`config.mk`:
```
export PLATFORM = sky130hd
export DESIGN_NAME = divider_timer_overflow_reload_top
export DESIGN_NICKNAME = d
export VERILOG_FILES = /design/src/rtl/dtor_pkg.sv /design/src/rtl/divider_timer_overflow_reload_top.sv /design/src/rtl/dtor_ctrl.sv /design/src/rtl/dtor_dp.sv
export SDC_FILE = /design/constraint.sdc
export NUM_CORES = 1
export LEC_CHECK = 0
export BUFFER_PORTS_ARGS = -buffer_cell sky130_fd_sc_hd__buf_2
export CORE_ASPECT_RATIO = 1.25
export CORE_MARGIN = 5
export CORE_UTILIZATION = 55
export DETAILED_ROUTE_END_ITERATION = 12
export GPL_TIMING_DRIVEN = 0
export PLACE_DENSITY = 0.76
export SLEW_MARGIN = 20
export SYNTH_ARGS = -nofsm -noshare
export SYNTH_HDL_FRONTEND = slang
export SYNTH_SLANG_ARGS = --single-unit
```
`constraint.sdc`:
```
create_clock -name i_clk -period 3.4 [get_ports i_clk]
set_clock_uncertainty 0.05 [all_clocks]
set_input_delay 0.34 -clock i_clk [delete_from_list [all_inputs] [get_ports i_clk]]
set_output_delay 0.34 -clock i_clk [all_outputs]
set_load 0.005 [all_outputs]
```
`src/rtl/dtor_pkg.sv`:
```
// Package: request/result types, codes and constants for the divider timer block.
`timescale 1ns / 1ps
package dtor_pkg;

    localparam int MAX_TICK_CYCLES = 15;
    localparam int TICK_W          = 4;
    localparam int CYC_W           = $clog2(MAX_TICK_CYCLES + 1);
    localparam int CMP_W           = (CYC_W > TICK_W) ? CYC_W : TICK_W;
    localparam int STEP_W          = CYC_W + 2;

    localparam logic [15:0] DIV_RESET       = 16'hABCC;
    localparam logic [7:0]  CTRL_READ_MASK  = 8'hF8;
    localparam logic [2:0]  RELOAD_DELAY    = 3'd4;

    typedef enum logic [1:0] {
        FUNC_TICK  = 2'd0,
        FUNC_READ  = 2'd1,
        FUNC_WRITE = 2'd2,
        FUNC_NONE  = 2'd3
    } t_func;

    typedef enum logic [1:0] {
        REG_DIV  = 2'd0,
        REG_TIMA = 2'd1,
        REG_TMA  = 2'd2,
        REG_TAC  = 2'd3
    } t_reg;

    typedef struct packed {
        t_func              func;
        t_reg               reg_select;
        logic [7:0]         write_data;
        logic [TICK_W-1:0]  tick_count;
    } t_in;

    typedef struct packed {
        logic [7:0] read_data;
        logic       timer_irq;
    } t_out;

    typedef enum logic [1:0] {
        ST_IDLE    = 2'd0,
        ST_RUN     = 2'd1,
        ST_ACT     = 2'd2,
        ST_DELIVER = 2'd3
    } t_state;

    typedef struct packed {
        logic capture;
        logic step;
        logic act;
        logic load_out;
    } t_dp_cmd;

    typedef struct packed {
        logic steps_zero;
    } t_dp_status;

    // Divider bit watched for each timer clock select
    function automatic logic [3:0] sel_bit(input logic [1:0] sel);
        logic [3:0] b;
        unique case (sel)
            2'd0:    b = 4'd9;
            2'd1:    b = 4'd3;
            2'd2:    b = 4'd5;
            default: b = 4'd7;
        endcase
        return b;
    endfunction

endpackage

```
`src/rtl/divider_timer_overflow_reload_top.sv`:
```
// Top level: divider timer with overflow reload, controller plus datapath.
//
// Request channel (i_in_valid / o_in_stall / i_in) carries a tick, a register
// read or a register write. Result channel (o_out_valid / i_out_stall / o_out)
// returns one result per request: read byte and timer interrupt flag.
// A request is taken only while the block is idle. A tick of N machine cycles
// runs 4*N clock steps, one per cycle (N saturates at MAX_TICK_CYCLES); reads,
// writes and zero ticks run no steps. After the steps the register action
// runs, then the result register is loaded, and the block is idle again in
// the cycle after the load, so a new request is taken only once the last
// one's result is loaded.
// The result sits in an output register; if the receiver stalls and a result
// is still waiting, the next one is held in the datapath until the slot frees,
// and no new request is taken meanwhile.
// Synchronous reset sets the divider to 0xABCC, clears the timer count,
// reload value, control, gated bit, reload delay, reload flag and result valid.
`timescale 1ns / 1ps
module divider_timer_overflow_reload_top (
    input  logic            i_clk,
    input  logic            i_rst_n,
    input  logic            i_in_valid,
    output logic            o_in_stall,
    input  dtor_pkg::t_in   i_in,
    output logic            o_out_valid,
    input  logic            i_out_stall,
    output dtor_pkg::t_out  o_out
);
    import dtor_pkg::*;

    t_dp_cmd    cmd;
    t_dp_status status;

    dtor_ctrl u_ctrl (
        .i_clk       (i_clk),
        .i_rst_n     (i_rst_n),
        .i_in_valid  (i_in_valid),
        .o_in_stall  (o_in_stall),
        .o_out_valid (o_out_valid),
        .i_out_stall (i_out_stall),
        .o_cmd       (cmd),
        .i_status    (status)
    );

    dtor_dp u_dp (
        .i_clk    (i_clk),
        .i_rst_n  (i_rst_n),
        .i_req    (i_in),
        .i_cmd    (cmd),
        .o_status (status),
        .o_out    (o_out)
    );

endmodule

```
`src/rtl/dtor_ctrl.sv`:
```
// Controller: sequences capture, clock steps, register action and result delivery.
`timescale 1ns / 1ps
module dtor_ctrl (
    input  logic                  i_clk,
    input  logic                  i_rst_n,
    input  logic                  i_in_valid,
    output logic                  o_in_stall,
    output logic                  o_out_valid,
    input  logic                  i_out_stall,
    output dtor_pkg::t_dp_cmd     o_cmd,
    input  dtor_pkg::t_dp_status  i_status
);
    import dtor_pkg::*;

    t_state r_state, n_state;
    logic   r_out_valid, n_out_valid;

    always_ff @(posedge i_clk) begin
        if (!i_rst_n) begin
            r_state     <= ST_IDLE;
            r_out_valid <= 1'b0;
        end else begin
            r_state     <= n_state;
            r_out_valid <= n_out_valid;
        end
    end

    always_comb begin
        n_state    = r_state;
        o_cmd      = '0;
        o_in_stall = 1'b1;
        unique case (r_state)
            ST_IDLE: begin
                o_in_stall = 1'b0;
                if (i_in_valid) begin
                    o_cmd.capture = 1'b1;
                    n_state       = ST_RUN;
                end
            end
            ST_RUN: begin
                if (i_status.steps_zero) begin
                    n_state = ST_ACT;
                end else begin
                    o_cmd.step = 1'b1;
                end
            end
            ST_ACT: begin
                o_cmd.act = 1'b1;
                n_state   = ST_DELIVER;
            end
            ST_DELIVER: begin
                // hold until the result slot is free or being emptied
                if (!r_out_valid || !i_out_stall) begin
                    o_cmd.load_out = 1'b1;
                    n_state        = ST_IDLE;
                end
            end
            default: n_state = ST_IDLE;
        endcase
        n_out_valid = o_cmd.load_out | (r_out_valid & i_out_stall);
    end

    assign o_out_valid = r_out_valid;

endmodule

```
`src/rtl/dtor_dp.sv`:
```
// Datapath: divider, timer count, reload logic, register access and result register.
`timescale 1ns / 1ps
module dtor_dp (
    input  logic                  i_clk,
    input  logic                  i_rst_n,
    input  dtor_pkg::t_in         i_req,
    input  dtor_pkg::t_dp_cmd     i_cmd,
    output dtor_pkg::t_dp_status  o_status,
    output dtor_pkg::t_out        o_out
);
    import dtor_pkg::*;

    logic [15:0]       r_div, n_div;
    logic [7:0]        r_tima, n_tima;
    logic [7:0]        r_tma, n_tma;
    logic [2:0]        r_tac, n_tac;
    logic              r_last, n_last;
    logic [2:0]        r_delay, n_delay;
    logic              r_flag, n_flag;
    logic [STEP_W-1:0] r_steps, n_steps;
    logic              r_irq, n_irq;
    t_in               r_req;
    logic [7:0]        r_rd, n_rd;
    t_out              r_out;

    logic [CMP_W-1:0]  tick_ext;
    logic [CMP_W-1:0]  tick_sat;
    logic              gate;
    logic              new_last;

    always_comb begin
        n_div   = r_div;
        n_tima  = r_tima;
        n_tma   = r_tma;
        n_tac   = r_tac;
        n_last  = r_last;
        n_delay = r_delay;
        n_flag  = r_flag;
        n_steps = r_steps;
        n_irq   = r_irq;
        n_rd    = r_rd;
        gate     = 1'b0;
        new_last = 1'b0;

        // saturate the tick length at MAX_TICK_CYCLES and scale it to clock steps
        tick_ext = CMP_W'(i_req.tick_count);
        tick_sat = (tick_ext > CMP_W'(MAX_TICK_CYCLES)) ? CMP_W'(MAX_TICK_CYCLES) : tick_ext;

        if (i_cmd.capture) begin
            n_irq   = 1'b0;
            n_rd    = '0;
            n_steps = (i_req.func == FUNC_TICK) ? (STEP_W'(tick_sat) << 2) : '0;
        end

        if (i_cmd.step) begin
            n_steps = r_steps - STEP_W'(1);
            n_flag  = 1'b0;
            if (r_delay != 3'd0) begin
                n_delay = r_delay - 3'd1;
                if (n_delay == 3'd0) begin
                    n_irq  = 1'b1;
                    n_tima = r_tma;
                    n_flag = 1'b1;
                end
            end
            n_div = r_div + 16'd1;
            gate  = n_div[sel_bit(r_tac[1:0])] & r_tac[2];
            if (r_last && !gate) begin
                n_tima = n_tima + 8'd1;
                if (n_tima == 8'd0) begin
                    n_delay = RELOAD_DELAY;
                end
            end
            n_last = gate;
        end

        if (i_cmd.act) begin
            if (r_req.func == FUNC_READ) begin
                case (r_req.reg_select)
                    REG_DIV:  n_rd = r_div[15:8];
                    REG_TIMA: n_rd = r_tima;
                    REG_TMA:  n_rd = r_tma;
                    default:  n_rd = CTRL_READ_MASK | {5'd0, r_tac};
                endcase
            end else if (r_req.func == FUNC_WRITE) begin
                case (r_req.reg_select)
                    REG_DIV: begin
                        // cleared divider drops the gated bit
                        n_div  = '0;
                        n_last = 1'b0;
                        if (r_last) begin
                            n_tima = r_tima + 8'd1;
                            if (n_tima == 8'd0) begin
                                n_delay = RELOAD_DELAY;
                            end
                        end
                    end
                    REG_TIMA: begin
                        if (!r_flag) begin
                            n_tima = r_req.write_data;
                        end
                        // cancel a reload about to land
                        if (r_delay == 3'd1) begin
                            n_delay = 3'd0;
                        end
                    end
                    REG_TMA: begin
                        if (r_flag) begin
                            n_tima = r_req.write_data;
                        end
                        n_tma = r_req.write_data;
                    end
                    default: begin
                        new_last = r_last & r_req.write_data[2];
                        n_last   = new_last;
                        if (r_last && !new_last) begin
                            n_tima = r_tima + 8'd1;
                            if (n_tima == 8'd0) begin
                                n_delay = RELOAD_DELAY;
                            end
                        end
                        n_tac = r_req.write_data[2:0];
                    end
                endcase
            end
        end
    end

    always_ff @(posedge i_clk) begin
        if (!i_rst_n) begin
            r_div   <= DIV_RESET;
            r_tima  <= '0;
            r_tma   <= '0;
            r_tac   <= '0;
            r_last  <= 1'b0;
            r_delay <= '0;
            r_flag  <= 1'b0;
            r_steps <= '0;
            r_irq   <= 1'b0;
        end else begin
            r_div   <= n_div;
            r_tima  <= n_tima;
            r_tma   <= n_tma;
            r_tac   <= n_tac;
            r_last  <= n_last;
            r_delay <= n_delay;
            r_flag  <= n_flag;
            r_steps <= n_steps;
            r_irq   <= n_irq;
        end
    end

    always_ff @(posedge i_clk) begin
        r_rd <= n_rd;
        if (i_cmd.capture) begin
            r_req <= i_req;
        end
        if (i_cmd.load_out) begin
            r_out.read_data <= r_rd;
            r_out.timer_irq <= r_irq;
        end
    end

    assign o_status.steps_zero = (r_steps == '0);
    assign o_out               = r_out;

endmodule

```
Word level (Yosys, flattened, before mapping)
Cells that the tools add are included.

Flip-flop bits (word level): 79. Input bits: 20. Output and inout port bits: 11. Word-level logic and storage cells: 130.

Add/subtract/negate cells: 5. $lt $le $gt $ge: 2. Equal/unequal tests: 13. Muxes and demuxes: 65. Bitwise logic cells: 6. Reductions and logical operators: 22.

Operators with widths (number): $mux W8 (15); $mux W16 (5); $pmux W8 S3 (2); $mux W3 (11); $mux W1 (19); $mux W6 (3); $add A16 B1 Y16 const B (1); $add A8 B1 Y8 const B (2); $logic_not A8 Y1 (2); $pmux W4 S3 (1); $eq A2 B2 Y1 const B (5); $pmux W3 S3 (1); $eq A2 B1 Y1 const B (4); $logic_not A2 Y1 (4); $mux W4 (2); $pmux W2 S4 (1); $reduce_and A4 Y1 (2); $logic_not A6 Y1 (1); $mux W2 (3); $sub A6 B1 Y6 const B (1); $lt A4 B5 Y1 const B (1); $bmux W1 S4 (1); $gt A4 B4 Y1 const B (1); $logic_not A1 Y1 (4); 16 further kinds (21).

Depth between registers and ports, before layout
Word-level depth: 17. Mapped depth: 14. Depth with buffers taken out: 14.

Modules after synthesis
A second synthesis with hierarchy kept.

Cells, all modules: 554. Area, all modules: 4704.5 µm².

Modules (own cells, without submodules): dtor_dp (instances 1, cells an instance 530, area an instance 4463.0 µm², sequential area each 1731.7 µm²); dtor_ctrl (instances 1, cells an instance 24, area an instance 241.5 µm², sequential area each 60.1 µm²).

Worst setup path after synthesis
OpenSTA, ideal clock, no wires.

Path kind: reg-to-reg. From: register u_dp.r_delay[0]. To: register u_dp.r_delay[0]. Library setup time: 74 ps. Data arrival time: 3046 ps. Data required time: 3276 ps. Setup slack: 229 ps. Stages on the path, launching flop included: 15. Path buffers: 0. Period minus slack after synthesis: 3171 ps. Cells stage by stage: dfxtp_1 > inv_1 > ha_1 > nor4b_2 > a31oi_2 > mux2_2 > ha_1 > and3_1 > nand3_1 > mux2i_1 > o211a_1 > mux2i_1 > nor3_2 > or4_1 > a31oi_1.

Longest elaborated chain between the ends: 16. Elaborated cells between the ends (all ways): 21. Classes of those cells: add/sub (2); eq/ne (1); mux (15); reduce/logical (3).

RTL lines: start, declared (RTL line dtor_dp.sv:18) `logic [2:0] r_delay, n_delay;`; start signal, assigned (RTL line dtor_dp.sv:146) `r_delay <= n_delay;`; $sub A3 B1 Y3 (RTL line dtor_dp.sv:59) `n_delay = r_delay - 3'd1;`; $logic_not A3 Y1 (RTL line dtor_dp.sv:60) `if (n_delay == 3'd0) begin`; $mux W8 (RTL line dtor_dp.sv:60); $mux W8 (RTL line dtor_dp.sv:58) `if (r_delay != 3'd0) begin`; $mux W8 (RTL line dtor_dp.sv:55) `if (i_cmd.step) begin`; $add A8 B1 Y8 (RTL line dtor_dp.sv:69) `n_tima = n_tima + 8'd1;`; $logic_not A8 Y1 (RTL line dtor_dp.sv:70) `if (n_tima == 8'd0) begin`; $mux W3 (RTL line dtor_dp.sv:70); $mux W3 (RTL line dtor_dp.sv:68) `if (r_last && !gate) begin`; $mux W3 (RTL line dtor_dp.sv:55); $mux W3 (RTL line dtor_dp.sv:93, dtor_dp.sv:118); $mux W3 (on tied branches) (RTL line dtor_dp.sv:116, dtor_dp.sv:91); $pmux W3 S3 (RTL line dtor_dp.sv:86) `case (r_req.reg_select)`; $mux W3 (RTL line dtor_dp.sv:85) `end else if (r_req.func == FUNC_WRITE) begin`; $mux W3 (RTL line dtor_dp.sv:78) `if (r_req.func == FUNC_READ) begin`; $mux W3 * (RTL line dtor_dp.sv:77) `if (i_cmd.act) begin`.

Mark *: on every way between the ends. The rest lies on a longest branch, timed or not. The select of a mux whose other input is x is not followed. A chain may end at the register's enable or synchronous reset.

Final worst setup path
From: register u_dp.r_delay[0]. To: register u_dp.r_delay[1].

The elaborated chain is that of the path after synthesis.

==> out/metrics.csv <==
stage,metric,value,unit
status,run status,completed,
setup_path,max incr delay on CP,0.47,ns
timing,fin crit share,96.31,%
worst_hold_path,worst hold path class,in -> reg,
global_routing,Overflow after GRT,0,
global_routing,vias in the first global route,4676,
setup_path,most frequent CP cell,mux2i_1,
power,maximum VDD drop,0.0006765,V
cts,CTS tree,yes,
routing,total wire length,14910,um
setup_path,CP cell instances,inv_1 > ha_4 > nor4b_4 > a31oi_4 > mux2_4 > ha_2 > and3_1 > nand3_2 > mux2i_1 > o211a_1 > mux2i_1 > nor3_2 > or4_1 > a31oi_1,
cts,Worst-Skew Late Latency,0.36,ns
logic_synthesis,ys async rst share,0,%
setup_path,Setup CP Type,reg -> reg,
placed_design,# placed instances,731,
setup_path,WP data required,3.64,ns
logic_synthesis,distinct cell type count after synthesis,68,
floorplan,Starting Density,55.95,%
cts,Max H-tree Level,3,
routing,Final ANT Viol Nets,0,
logic_synthesis,"top cells by area, synth","dfxtp_1 (24%), edfxtp_1 (13%), nand2_1 (6.2%)",
timing,Final Setup Violations,0,
logic_synthesis,"Seq/Total Area, Yosys",37.21,%
layout,post-route design area,0.005421,mm^2
layout,fraction of layout cells with a size suffix above 1,14.24,%
timing,Final Hold Viols,0,
logic_synthesis,Post-synth EDFFs,21,
placed_design,gpl congestion,0.9845,
timing,setup TNS,0,ns
floorplan,Die Ht,114.6,um
global_routing,All-Layer GR Usage,29.24,%
power,leakage,1.991,nW
routing,router iterations before antenna repair,5,
layout,register area,0.001797,mm^2
timing,worst slew pin tran,1.036,ns
setup_path,CP max stage cell,or4_1,
cts,clk sinks,79,
timing,Max Clock Freq,305.4,MHz
setup_path,crit start category,flip-flop,
layout,Layout Nets,665,
placed_design,DP HPWL,10870,um
job,max-cap violations,0,
routing,DR iter-0 viols,445,
routing,drt wl/cell,19.83,um
setup_path,Worst setup EP type,flip-flop,
timing,slew margin rel.,30.79,%
floorplan,num ports,31,
cts,clk slew on worst S/H paths,0.09,ns
global_routing,initial antenna violation count,0,
routing,# DRC,0,
cts,cts bufs inserted,9,
logic_synthesis,Syn Nets,619,
layout,FILL cells,781,
logic_synthesis,Synth Warn #,0,
layout,P&R area growth vs syn,12.60,%
global_routing,pin count of the biggest net entering global routing,15,
floorplan,Core ar.,0.008606,mm^2
cts,Longest Clk Path Bufs,2,
logic_synthesis,Synth area leader,dfxtp_1,
timing,"Min Clock Period, post-route",3.275,ns
floorplan,Die W,93.69,um
setup_path,Crit path max-delay family,simple AND/OR/NAND/NOR gates,
layout,post-layout util,63.00,%
floorplan,Die ar.,0.01074,mm^2
setup_path,worst path arrival time,3.51,ns
floorplan,# rows,38,
logic_synthesis,share of the synthesized area in the top cell type,24.12,%
logic_synthesis,Post-Syn Area,0.004815,mm^2
layout,# diodes,0,
routing,DR vias,4704,
cts,Clock Tree Root,clkbuf_8,
logic_synthesis,Synth Instances,581,
timing,setup ws final,0.1254,ns
logic_synthesis,synth cell count leaders,"nand2_1 (79), dfxtp_1 (58), a21oi_1 (48)",
logic_synthesis,adder-cell share of the synthesized area,4.678,%
placed_design,Setup WS pre-CTS,-0.2140,ns
logic_synthesis,Synth Area in Simple Gates,23.13,%
timing,final-report max-slew violation count,0,
logic_synthesis,Synth Register Bits,79,
power,Cell Pwr Density,604.2,mW/mm^2
logic_synthesis,post-synthesis xor/xnor area fraction,4.912,%
logic_synthesis,mux cell area share after synthesis,4.470,%
routing,via/cell ratio,6.255,
placed_design,Placement Cell Area,0.005115,mm^2
timing,RSZ-0062 raised after global routing,yes,
placed_design,IO buf count,30,
layout,area occupied by multi-input gates,0.002899,mm^2
logic_synthesis,dominant synthesized flop cell,dfxtp_1,
logic_synthesis,largest family of logic cells by synthesized area,simple AND/OR/NAND/NOR gates,
logic_synthesis,syn_area_per_cell,8.287,um^2
layout,final non-filler cell total,752,
logic_synthesis,Compound-Gate Fraction of Synth Area,21.39,%
global_routing,first-pass GRT wire length,24220,um
logic_synthesis,most frequent cell after synthesis,nand2_1,
setup_path,"Max FO, Critical Path",5,
setup_path,CP bufs+invs,1,
[routing by layer]
metal	track usage, %	part of all wire (%)	up-vias
met5	0	0	-
met4	14.74	3.9	0
met1	37.17	41	2236
met2	48.84	49	208
li1	-	-	2214
met3	3.287	6.2	46
[flip-flops by register name (all words and copies together), names as in the netlist, 2 cells and up]
| register | flops |
|---|---|
| u_dp.r_div | 16 |
| u_dp.r_rd | 8 |
| u_dp.r_tma | 8 |
| u_dp.r_delay | 3 |
| u_ctrl.r_state | 2 |
| u_dp.r_tima | 8 |
| u_dp.r_req | 12 |
| u_dp.r_steps | 6 |
| u_dp.r_tac | 3 |
| u_dp.o_out | 9 |
[worst reg2reg max path, delay by kind of cell, from the launching register on]
kind	cells	cell delay, ns
adders and majority gates	2	0.40
DFF	1	0.36
and+or+nand+nor	5	1.21
AOI/OAI and AO/OA	3	0.45
buffers and inverters	1	0.09
muxes	3	0.63
[kinds of logic after synthesis]
| group | after synthesis |
|---|---|
| muxes | 20 |
| buffers and inverters | 51 |
| and+or+nand+nor | 224 |
| AOI/OAI and AO/OA | 162 |
| DFF | 79 |
| xor gates and xnor gates | 27 |
| adders and majority gates | 18 |
[cell usage in the layout, fill, tap and decap left out, types with 7 or more instances in the layout]
cell type / Yosys / layout
and3_1: 12 / 11
edfxtp_1: 21 / 21
nor2b_1: 8 / 8
a31oi_1: 9 / 9
buf_2: 0 / 30
nand4_1: 7 / 7
o21ai_0: 42 / 42
a21oi_1: 48 / 48
ha_1: 18 / 14
nand3_1: 30 / 29
nor2_1: 39 / 39
clkbuf_1: 29 / 27
xor2_1: 15 / 15
xnor2_1: 12 / 12
dfxtp_1: 58 / 56
clkbuf_8: 0 / 10
a31o_2: 7 / 7
nand2_1: 79 / 79
nor3_1: 10 / 10
mux2i_1: 11 / 10
inv_1: 15 / 14
[repair_timing]
item / in CTS / in global routing
setup buffers: 3 / 2
resized for setup: 13 / 8
endpoints found under the setup margin: 11 / 12
pin swaps: 1 / 3
hold buffers: 0 / 0
[worst paths after layout]
path         slack, ns               to  depth (start not counted)            start
max               0.13  u_dp.r_delay[1]                         14  u_dp.r_delay[0]
min               0.10    u_dp.r_req[8]                          1          i_in[8]
max reg2reg       0.13  u_dp.r_delay[1]                         14  u_dp.r_delay[0]
min reg2reg       0.39    u_dp.o_out[0]                          0       u_dp.r_irq
[final cells by class]
type                    count  area share [%]
plain buffers              35           2.677
clock buffers              10           2.539
clock inverters             6          0.8308
inverters                  16           1.108
multi-input cells         451           53.47
flip-flops and latches     79           33.14
well taps                 120           2.769
repair buffers             35           3.462
[report_power, final]
part           total (mW)  internal, mW  switching (mW)
Combinational        1.37         0.475           0.895
Clock               0.670         0.289           0.380
Sequential           1.24          1.11           0.123
[through the flow]
step                hold slack, ns  total power [mW]
global placement            0.3612             2.531
floorplan                   0.3579             2.139
finish                      0.1017             3.275
CTS                        0.09512             3.231
global route               0.09294             3.477
detailed placement          0.3697             2.564
No activity file was read; power rests on OpenSTA's default activity.
